<file path="config.mk">
export PLATFORM = sky130hd
export DESIGN_NAME = reno_congestion_window
export DESIGN_NICKNAME = d
export VERILOG_FILES = /design/src/hw/rtl/rcw_pkg.sv /design/src/hw/rtl/reno_congestion_window.sv /design/src/hw/rtl/rcw_step.sv
export SDC_FILE = /design/constraint.sdc
export NUM_CORES = 1
export LEC_CHECK = 0
export BUFFER_PORTS_ARGS = -buffer_cell sky130_fd_sc_hd__clkbuf_2
export CAP_MARGIN = 10
export CELL_PAD_IN_SITES_DETAIL_PLACEMENT = 0
export CELL_PAD_IN_SITES_GLOBAL_PLACEMENT = 1
export CORE_UTILIZATION = 45
export DETAILED_ROUTE_END_ITERATION = 16
export PLACE_DENSITY_LB_ADDON = 0.3
export SYNTH_ARGS = -nofsm -noshare
export SYNTH_HDL_FRONTEND = slang
export SYNTH_SLANG_ARGS = --single-unit
</file>
<file path="constraint.sdc">
create_clock -name clk -period 14.65 [get_ports clk]
set_input_delay 0.7325 -clock clk [delete_from_list [all_inputs] [get_ports clk]]
set_output_delay 0.7325 -clock clk [all_outputs]
set_load 0.005 [all_outputs]
</file>
<file path="src/hw/rtl/rcw_pkg.sv">
// shared types, codes and helper functions for the reno congestion window block
package rcw_pkg;

	// phase machine, one-hot
	typedef enum logic [2:0] {
		PH_SLOW     = 3'b001,
		PH_RECOVERY = 3'b010,
		PH_AVOID    = 3'b100
	} phase_t;

	// acknowledgement classification as reported on the outcome port
	typedef enum logic [1:0] {
		OUT_NEW  = 2'd0,
		OUT_DUP  = 2'd1,
		OUT_LOSS = 2'd2
	} outcome_t;

	// phase codes as reported on the phase_now port
	localparam logic [1:0] PHASE_CODE_SLOW     = 2'd0;
	localparam logic [1:0] PHASE_CODE_RECOVERY = 2'd1;
	localparam logic [1:0] PHASE_CODE_AVOID    = 2'd2;

	// configuration register indexes
	localparam logic [1:0] REG_INIT_THRESHOLD = 2'd0;
	localparam logic [1:0] REG_SEGMENT_SIZE   = 2'd1;
	localparam logic [1:0] REG_DUP_LIMIT      = 2'd2;

	// reset values
	localparam logic [31:0] INIT_THRESHOLD_RST = 32'd8192;
	localparam logic [15:0] SEGMENT_SIZE_RST   = 16'd1024;
	localparam logic [3:0]  DUP_LIMIT_RST      = 4'd3;
	localparam logic [31:0] WINDOW_RST         = 32'd1;
	localparam logic [31:0] NEXT_SEQ_RST       = 32'd1;

	// window bump on entering fast recovery
	localparam logic [31:0] RECOVERY_INFLATE = 32'd3;
	localparam logic [3:0]  DUP_COUNT_MAX    = 4'd15;
	localparam logic [31:0] WINDOW_MAX       = 32'hFFFF_FFFF;

	typedef struct packed {
		logic [31:0] initial_threshold;
		logic [15:0] segment_size;
		logic [3:0]  duplicate_limit;
	} rcw_cfg_t;

	typedef struct packed {
		phase_t      phase;
		logic [31:0] window;
		logic [31:0] threshold;
		logic [3:0]  dup_count;
		logic [31:0] next_seq;
		logic [31:0] ack_count;
		logic [31:0] last_ack;
		logic        last_ack_valid;
	} rcw_state_t;

	// saturating 32-bit add
	function automatic logic [31:0] sat_add(input logic [31:0] a, input logic [31:0] b);
		logic [32:0] s;
		s = {1'b0, a} + {1'b0, b};
		return s[32] ? WINDOW_MAX : s[31:0];
	endfunction

	function automatic logic [1:0] phase_code(input phase_t p);
		logic [1:0] c;
		case (p)
			PH_RECOVERY: c = PHASE_CODE_RECOVERY;
			PH_AVOID:    c = PHASE_CODE_AVOID;
			default:     c = PHASE_CODE_SLOW;
		endcase
		return c;
	endfunction

endpackage

</file>
<file path="src/hw/rtl/reno_congestion_window.sv">
// top level of the reno congestion window block: handshakes, state and result registers
//
// Input channel (in_valid/in_ready) carries one received acknowledgement
// (ack_number) and the length of the segment it answers (segment_length).
// Output channel (out_valid/out_ready) returns one result per transaction:
// the classification, the phase and the window, threshold, next sequence and
// acknowledgement count after the update.
// Configuration channel (cfg_valid/cfg_ready, cfg_index, cfg_data) writes
// initial_threshold (0), segment_size (1) and duplicate_limit (2); writing
// initial_threshold also loads the live threshold. cfg_ready is always high;
// writes are meant to happen while no transaction is in flight.
// An accepted item sits in the input register; the state update runs in one
// pass and lands in the result register.
// Throughput is one item per cycle unless the receiver stalls; the state
// registers close the loop, so back-to-back items see each other's updates.
// A stalled receiver holds the result register; the input register still
// takes one more item, after which in_ready drops until out_ready returns.
// Reset clears the handshakes and loads the reset configuration and state
// (slow start, window 1, threshold 8192, next sequence 1).
module reno_congestion_window (
	input  logic        clk,
	input  logic        arst_n,
	// configuration
	input  logic        cfg_valid,
	output logic        cfg_ready,
	input  logic [1:0]  cfg_index,
	input  logic [31:0] cfg_data,
	// acknowledgement input
	input  logic        in_valid,
	output logic        in_ready,
	input  logic [31:0] ack_number,
	input  logic [15:0] segment_length,
	// results
	output logic        out_valid,
	input  logic        out_ready,
	output logic [1:0]  outcome,
	output logic [1:0]  phase_now,
	output logic [31:0] window_now,
	output logic [31:0] threshold_now,
	output logic [31:0] sequence_now,
	output logic [31:0] ack_counter_now
);
	import rcw_pkg::*;

	rcw_cfg_t    cfg_q;
	rcw_state_t  state_q;
	rcw_state_t  state_d;
	outcome_t    step_kind;
	logic        valid_s1;
	logic [31:0] ack_s1;
	logic [15:0] len_s1;
	logic        out_valid_q;
	logic        advance;
	logic        cfg_wr;

	assign cfg_ready = 1'b1;
	assign cfg_wr    = cfg_valid && cfg_ready;
	assign advance   = valid_s1 && (!out_valid_q || out_ready);
	assign in_ready  = !valid_s1 || advance;
	assign out_valid = out_valid_q;

	// configuration registers
	always_ff @(posedge clk or negedge arst_n) begin
		if (!arst_n) begin
			cfg_q.initial_threshold <= INIT_THRESHOLD_RST;
			cfg_q.segment_size <= SEGMENT_SIZE_RST;
			cfg_q.duplicate_limit <= DUP_LIMIT_RST;
		end else if (cfg_wr) begin
			case (cfg_index)
				REG_INIT_THRESHOLD: cfg_q.initial_threshold <= cfg_data;
				REG_SEGMENT_SIZE:   cfg_q.segment_size <= cfg_data[15:0];
				REG_DUP_LIMIT:      cfg_q.duplicate_limit <= cfg_data[3:0];
				default: ;
			endcase
		end
	end

	// input register
	always_ff @(posedge clk or negedge arst_n) begin
		if (!arst_n) begin
			valid_s1 <= 1'b0;
		end else if (in_ready) begin
			valid_s1 <= in_valid;
		end
	end

	always_ff @(posedge clk) begin
		if (in_valid && in_ready) begin
			ack_s1 <= ack_number;
			len_s1 <= segment_length;
		end
	end

	// next-state logic
	rcw_step u_step (
		.cur            (state_q),
		.cfg            (cfg_q),
		.ack_number     (ack_s1),
		.segment_length (len_s1),
		.nxt            (state_d),
		.kind           (step_kind)
	);

	// window state
	always_ff @(posedge clk or negedge arst_n) begin
		if (!arst_n) begin
			state_q.phase <= PH_SLOW;
			state_q.window <= WINDOW_RST;
			state_q.threshold <= INIT_THRESHOLD_RST;
			state_q.dup_count <= '0;
			state_q.next_seq <= NEXT_SEQ_RST;
			state_q.ack_count <= '0;
			state_q.last_ack <= '0;
			state_q.last_ack_valid <= 1'b0;
		end else if (cfg_wr && cfg_index == REG_INIT_THRESHOLD) begin
			state_q.threshold <= cfg_data;
		end else if (advance) begin
			state_q <= state_d;
		end
	end

	// result register
	always_ff @(posedge clk or negedge arst_n) begin
		if (!arst_n) begin
			out_valid_q <= 1'b0;
		end else if (advance) begin
			out_valid_q <= 1'b1;
		end else if (out_ready) begin
			out_valid_q <= 1'b0;
		end
	end

	always_ff @(posedge clk) begin
		if (advance) begin
			outcome <= step_kind;
			phase_now <= phase_code(state_d.phase);
			window_now <= state_d.window;
			threshold_now <= state_d.threshold;
			sequence_now <= state_d.next_seq;
			ack_counter_now <= state_d.ack_count;
		end
	end

	// an item leaving the input register always shows up as a result
	a_advance_to_out: assert property (@(posedge clk) disable iff (!arst_n)
		advance |=> out_valid_q)
		else $error("advanced item did not reach the result register");

	// the input side only stalls when both registers are full and the receiver waits
	a_stall_cause: assert property (@(posedge clk) disable iff (!arst_n)
		!in_ready |-> (valid_s1 && out_valid_q && !out_ready))
		else $error("input stalled without a full pipeline");

	// only a new acknowledgement moves the acknowledgement count
	a_count_on_new: assert property (@(posedge clk) disable iff (!arst_n)
		(advance && step_kind != OUT_NEW) |=> state_q.ack_count == $past(state_q.ack_count))
		else $error("ack count moved without a new acknowledgement");

	// once an item was processed a previous acknowledgement is on record
	a_last_ack_seen: assert property (@(posedge clk) disable iff (!arst_n)
		advance |=> state_q.last_ack_valid)
		else $error("last acknowledgement not recorded");

	// the reported window and threshold are the ones just stored in the state
	a_result_matches_state: assert property (@(posedge clk) disable iff (!arst_n)
		advance |=> window_now == state_q.window && threshold_now == state_q.threshold)
		else $error("result register disagrees with the state registers");

endmodule

</file>
<file path="src/hw/rtl/rcw_step.sv">
// next-state logic: classifies one acknowledgement and steps the phase machine
module rcw_step (
	input  rcw_pkg::rcw_state_t cur,
	input  rcw_pkg::rcw_cfg_t   cfg,
	input  logic [31:0]         ack_number,
	input  logic [15:0]         segment_length,
	output rcw_pkg::rcw_state_t nxt,
	output rcw_pkg::outcome_t   kind
);
	import rcw_pkg::*;

	logic [31:0] seq_target;
	logic [31:0] half_window;
	logic [31:0] win_plus_seg;
	logic [31:0] win_double;
	logic        dup_hit;
	rcw_state_t  cls;

	assign seq_target   = cur.next_seq + {16'd0, segment_length};
	assign half_window  = cur.window >> 1;
	assign win_plus_seg = sat_add(cur.window, {16'd0, cfg.segment_size});
	assign win_double   = cur.window[31] ? WINDOW_MAX : {cur.window[30:0], 1'b0};

	// classify the acknowledgement and update the bookkeeping fields
	always_comb begin
		cls = cur;
		kind = OUT_LOSS;
		if (ack_number == seq_target) begin
			kind = OUT_NEW;
			cls.next_seq = seq_target;
			cls.ack_count = cur.ack_count + 32'd1;
		end else if (cur.last_ack_valid && ack_number == cur.last_ack) begin
			kind = OUT_DUP;
			if (cur.dup_count != DUP_COUNT_MAX) begin
				cls.dup_count = cur.dup_count + 4'd1;
			end
		end
		cls.last_ack = ack_number;
		cls.last_ack_valid = 1'b1;
	end

	assign dup_hit = (cls.dup_count >= cfg.duplicate_limit);

	// phase machine
	always_comb begin
		nxt = cls;
		case (cur.phase)
			PH_AVOID: begin
				if (dup_hit) begin
					nxt.phase = PH_RECOVERY;
					nxt.threshold = half_window;
					nxt.window = half_window + RECOVERY_INFLATE;
				end else if (kind == OUT_LOSS) begin
					nxt.phase = PH_SLOW;
					nxt.threshold = half_window;
					nxt.window = WINDOW_RST;
					nxt.dup_count = '0;
				end else if (kind == OUT_NEW) begin
					nxt.window = win_plus_seg;
					nxt.dup_count = '0;
				end
			end
			PH_RECOVERY: begin
				if (kind == OUT_LOSS) begin
					nxt.phase = PH_SLOW;
					nxt.threshold = half_window;
					nxt.window = WINDOW_RST;
					nxt.dup_count = '0;
				end else if (kind == OUT_NEW) begin
					nxt.phase = PH_AVOID;
					nxt.window = cur.threshold;
					nxt.dup_count = '0;
					nxt.ack_count = cls.ack_count + 32'd1;
					nxt.next_seq = ack_number;
				end else begin
					nxt.window = win_plus_seg;
				end
			end
			default: begin
				if (cur.window >= cur.threshold) begin
					nxt.phase = PH_AVOID;
					nxt.window = win_plus_seg;
					nxt.dup_count = '0;
				end else if (dup_hit) begin
					nxt.phase = PH_RECOVERY;
					nxt.threshold = half_window;
					nxt.window = half_window + RECOVERY_INFLATE;
				end else if (kind == OUT_NEW) begin
					nxt.window = win_double;
					nxt.dup_count = '0;
				end
			end
		endcase
	end

endmodule
</file>
### Word-level counts from Yosys, hierarchy flattened

Cells that the tools add are included.

| operators by class | value |
|---|---|
| reductions and logical operators | 15 |
| multiply operators | 0 |
| multiplexer cells | 37 |
| add/sub/neg operators | 6 |
| divide/modulo/power cells | 0 |
| $lt $le $gt $ge | 2 |
| shift operators | 0 |
| bitwise gates (word level) | 1 |
| eq/ne operators | 10 |

Operator list:

| cell | number |
|---|---|
| 32-bit two-way mux | 11 |
| 64-bit two-way mux | 3 |
| 71-bit case mux with 2 select lines | 1 |
| 133-bit two-way mux | 1 |
| 35-bit two-way mux | 2 |
| 68-bit two-way mux | 1 |
| 67-bit two-way mux | 1 |
| 32-bit by 1-bit adder with 32-bit output, second input constant | 2 |
| 32-bit equality test | 2 |
| 4-bit two-way mux | 9 |
| 32-bit by 16-bit adder with 33-bit output | 1 |
| 31-bit by 2-bit adder with 32-bit output, second input constant | 1 |
| 32-bit by 16-bit adder with 32-bit output | 1 |
| 32-bit greater-or-equal comparator | 1 |
| 3-bit two-way mux | 3 |
| 3-bit by 2-bit equality test with 1-bit output, second input constant | 2 |
| 3-bit equality test, second input constant | 2 |
| 2-bit AND reduction | 3 |
| 4-bit by 1-bit adder with 4-bit output, second input constant | 1 |
| 2-bit equality test, second input constant | 2 |
| 4-bit greater-or-equal comparator | 1 |
| 1-bit logical AND | 4 |
| 2-bit logical NOT | 2 |
| 2-bit two-way mux | 2 |
| 8 further kinds | 12 |

| word-level totals | value |
|---|---|
| memories kept | 0 |
| memory bits (writable) | 0 |
| bits in latches | 0 |
| ROM bits | 0 |
| register bits after elaboration | 370 |

### Logic depth before layout (Yosys ltp)

| depth | value |
|---|---|
| depth in word-level cells | 11 |
| gate-level depth with buffers | 30 |

### Cells and area by module

Synthesis repeated with hierarchy kept, for this count alone.

| unflattened totals | value |
|---|---|
| cells, all modules | 2638 |
| area total of the unflattened synthesis | 25431.9 um^2 |

By module, submodules not included:

| module | cells each | instances | area an instance (um^2) |
|---|---|---|---|
| reno_congestion_window | 775 | 1 | 14073.5 |
| rcw_step | 1863 | 1 | 11358.4 |

### Least setup slack after synthesis

OpenSTA, ideal clock, no wires.

| timing | value |
|---|---|
| path type | register to register |
| start point | register state_q[65] (netlist name) |
| end point | register state_q[124] (netlist name) |
| required time | 14.528 ns |
| library setup time | 0.122 ns |
| period minus slack after synthesis | 6.475 ns |
| buffers on the path | 5 |
| arrival time | 6.352 ns |
| setup slack | 8.175 ns |
| cell stages (with the launch flop) | 30 |
| cells stage by stage | dfstp_2 > ha_1 > inv_1 > fa_1 > nand2b_1 > a21oi_1 > o21ai_0 > o211ai_1 > clkbuf_1 > mux2i_1 > o22a_1 > inv_1 > and4_1 > buf_2 > buf_2 > nor3_1 > nand2_1 > mux2_2 > ha_1 > a21o_1 > a21o_1 > a21oi_1 > nor2_1 > a21oi_1 > o21ai_1 > and2_0 > clkbuf_1 > clkbuf_1 > a21oi_1 > a21oi_1 |

| on the way | value |
|---|---|
| cells in the longest elaborated chain, start to end | 9 |

Ends and longest elaborated chain:

| element | RTL line | RTL |
|---|---|---|
| from (decl) | reno_congestion_window.sv:46 | `rcw_state_t state_q;` |
| from (signal assigned) | reno_congestion_window.sv:118 | `state_q <= state_d;` |
| 32-bit by 16-bit adder with 32-bit output * | rcw_step.sv:19 | `assign seq_target = cur.next_seq + {16'd0, segment_length};` |
| 32-bit equality test * | rcw_step.sv:28 | `if (ack_number == seq_target) begin` |
| 4-bit two-way mux / 2-bit two-way mux (equally long branches) | rcw_step.sv:28 |  |
| 4-bit greater-or-equal comparator / 2-bit equality test (equally long branches) | rcw_step.sv:42, rcw_step.sv:53, rcw_step.sv:64 |  |
| 32-bit two-way mux, on equally long branches | rcw_step.sv:84, rcw_step.sv:53, rcw_step.sv:64 |  |
| 32-bit two-way mux / 67-bit two-way mux (equally long branches) | rcw_step.sv:80, rcw_step.sv:49 |  |
| 71-bit case mux with 2 select lines * | rcw_step.sv:47 | `case (cur.phase)` |
| 133-bit two-way mux * | reno_congestion_window.sv:117 | `end else if (advance) begin` |
| 32-bit two-way mux * | reno_congestion_window.sv:115 | `end else if (cfg_wr && cfg_index == REG_INIT_THRESHOLD) begin` |

Every way passes the cells marked *; elsewhere a longest branch is shown, timed or not. The select of a mux whose other input is x is not followed.
A chain may end at the register's enable or synchronous reset.

### Worst setup path in the final report

| timing | value |
|---|---|
| start point | register state_q[65] (netlist name) |
| end point | register state_q[122] (netlist name) |

Same word-level chain as after synthesis.

==> impl_results.md <==
* Clock root cell: clkbuf_16
* Placed instance count at 3374
* Synth Instances at 2612
* Commonest non-fill, non-tap cells in the layout: nand2_1 (455), nor2_1 (239), clkbuf_2 (219)
* Initial DRT Pass Iterations at 8
* DR iter-0 viols at 1691
* Clk_skew at 0.0180 ns
* Leak at 11.0 nW
* Power Density at 172 mW/mm²
* IO Port Bufs at 220
* Critical Path Fanout Max at 58
* Sequential cell area fraction in the yosys report at 43.6%
* Cts bufs inserted at 43
* Initial antenna violation count at 3
* Slew margin rel. at 25.8%
* Pwr Total at 0.00452 W
* Slew Viols, Final at 0
* Die Wd at 230 µm
* Tightest Hold Check Type: primary input to asynchronous set/reset pin
* Startpoint Class: flop
* Largest net degree at the start of global routing at 90
* Tmin final at 8.85 ns
* Worst Setup End Kind: flop
* Avg Vias per Cell at 5.91
* Synth-to-layout area growth at 13.0%
* Grt total ovfl at 0
* Ports at 222
* Clock Path Buffers at 3
* Setup-failing EPs final at 0
* Worst-Margin Slew at 1.11 ns
* Post-CTS Setup Bufs at 0
* Vias in the first global route at 19800
* Netlist cell types at 88
* CTS H-Tree Depth at 2
* Post-synth top area share at 23.2%
* Net Count, Synth at 2773
* Net count reported at finish at 2901
* GPL Wtd Cong at 0.927
* Worst-path clk slew at 0.06 ns
* Fmax at 113 MHz
* DP HPWL at 52900 µm
* Sink Count at 370
* RSZ-0062 raised after global routing: no
* R2r setup slk at 5.80 ns
* Clk_lat worst skew at 0.59 ns
* Row cnt at 83
* Max-Cap Viols at 0
* # DRC at 0
* First-pass GRT wire length at 116000 µm
* Avg WL per Cell at 21.8 µm
* Mapped Area at 0.0233 mm²
* FF+latch count, synth at 370
* Antenna violation net count after detailed routing at 0
* Fill cells at 4730
* Reg2Reg Depth at 27
* Post-CTS Resized at 0
* Gr usage total at 28.2%
* Via count at 20400
* Setup TNS after final layout at 0 ns
* CP required at 15.14 ns
* CP Class: flop to flop
* Arrival time worst endpoint at 9.35 ns
* Yosys warns at 0
* Commonest non-fill, non-tap cell in the layout: nand2_1
* Endpoints failing hold at 0
* Die Area at 0.0527 mm²
* Share of post-route cells with drive strength above 1 at 15.9%
* Hold buffers post-CTS at 0
* Starting density of the core at 45.5%
* Final worst-path cycle share at 60.4%
* Post-synth top area cell: edfxtp_1
* WL final at 75500 µm
* Hold WS at 0.184 ns
* Worst vdd ir at 0.111 mV
* Die span in y at 230 µm
* Core ar. at 0.0512 mm²
* Syn_area_per_cell at 8.92 µm²
* Async set-reset flop share out of synthesis at 51.4%
* Ys flop type: dfrtp_1
* Number of flops mapped to enable cells by yosys at 180
* CTS tree: yes
* Top post-synthesis cells by area: edfxtp_1 (23%), dfrtp_1 (20%), nand2_1 (7.3%)
* Status: completed
* Core Util, Final at 51.4%
* Finished Layout Cells at 3457
registers in the layout (all words and copies together), names as in the netlist:
register / cells
cfg_q: 20
phase_now: 2
state_q: 168
out_valid: 1
len_s1: 16
ack_counter_now: 32
sequence_now: 32
window_now: 32
valid_s1: 1
ack_s1: 32
outcome: 2
threshold_now: 32
per-layer routing:
metal / vias to the layer above / share of wire [%] / global-route usage [%]
li1: 9574 / - / -
met2: 767 / 47 / 47.1
met3: 191 / 6.0 / 4.26
met5: - / 0.012 / 0
met1: 9891 / 43 / 36.5
met4: 2 / 4.2 / 11.6
logic make-up after synthesis:
logic type	synth area share (%)
AOI/OAI and AO/OA	16.8
xor gates and xnor gates	7.33
adders and majority gates	4.08
buffers and inverters	3.97
DFF	43.6
muxes	4.22
other	0.0161
and+or+nand+nor	20.0
worst max-delay path: stages (launching register included):
cell and delay, ns:
dfstp_2 0.54, ha_1 0.17, inv_1 0.06, fa_1 0.39, nand2b_1 0.18, a21oi_1 0.35, o21ai_0 0.40, o211ai_1 0.85
a31o_2 0.26, a221oi_1 0.08, and4_1 0.29, and4_2 0.24, nor3_1 0.75, nand2_1 0.24, mux2_2 0.36, ha_1 0.28
a21o_1 0.15, a21o_1 0.20, a21oi_2 0.13, buf_4 0.45, nor2_1 0.25, a21oi_1 0.55, o21ai_4 0.14, buf_4 0.34
nand2_1 0.63, buf_16 0.23, nand2_1 0.07, a21oi_1 0.13
Yosys cell counts, types with 7 or more instances:
| cell type | count |
|---|---|
| o21a_1 | 14 |
| a221oi_1 | 10 |
| buf_1 | 17 |
| nor4_1 | 11 |
| o21ai_0 | 160 |
| nand2_1 | 456 |
| nand3_1 | 71 |
| a21o_1 | 32 |
| nor2b_1 | 11 |
| or3_1 | 12 |
| and4_1 | 12 |
| a21oi_1 | 207 |
| o211ai_1 | 29 |
| a31oi_1 | 20 |
| nand2b_1 | 23 |
| clkbuf_1 | 146 |
| mux2i_1 | 14 |
| o22ai_1 | 18 |
| a211oi_1 | 16 |
| o31ai_1 | 12 |
| mux2_2 | 75 |
| and2_1 | 17 |
| dfrtp_1 | 183 |
| nand4_1 | 44 |
| nor3b_1 | 8 |
| a22oi_1 | 12 |
| a22o_1 | 8 |
| a211o_1 | 10 |
| ha_1 | 72 |
| inv_1 | 74 |
| xnor3_1 | 7 |
| o21bai_1 | 7 |
| nor2_1 | 241 |
| o221ai_1 | 7 |
| nor3_1 | 45 |
| and3_1 | 22 |
| edfxtp_1 | 180 |
| xor2_1 | 61 |
| xnor2_1 | 116 |
| dfstp_2 | 7 |
through the flow:
step	cell area, µm²	setup slack (ns)
4_1_cts	26300	5.64
3_3_place_gp	24900	6.01
5_1_grt	26300	5.32
2_1_floorplan	23300	8.18
3_5_place_dp	24900	5.61
6_report	26300	5.80
final cells by class:
cell class,instances,area [µm²],share of cell area (%)
Tap cell,680,851,3.23
Sequential cell,370,10200,38.6
Antenna cell,2,5.00,0.0190
Timing Repair Buffer,251,1360,5.17
Multi-Input combinational cell,1998,12300,46.6
Inverter,76,290,1.10
Clock inverter,29,274,1.04
Clock buffer,51,1120,4.24
final timing paths:
check                                   startpoint                        to
setup / recovery           state_q[65]$_DFFE_PN1P_  state_q[122]$_DFFE_PN0P_
hold reg to reg             state_q[0]$_DFFE_PN0P_    state_q[0]$_DFFE_PN0P_
setup reg to reg           state_q[65]$_DFFE_PN1P_  state_q[122]$_DFFE_PN0P_
min in group clk                    ack_number[11]      ack_s1[11]$_DFFE_PP_
hold / removal                              arst_n     cfg_q[15]$_DFFE_PN0P_
max in group asynchronous                   arst_n   state_q[54]$_DFFE_PN0P_
power breakdown:
part | internal (W) | switching, W
sequential | 0.00139 | 0.000277
clock | 0.000620 | 0.000450
combinational | 0.000680 | 0.00110
(Power assumes the default switching activity.)
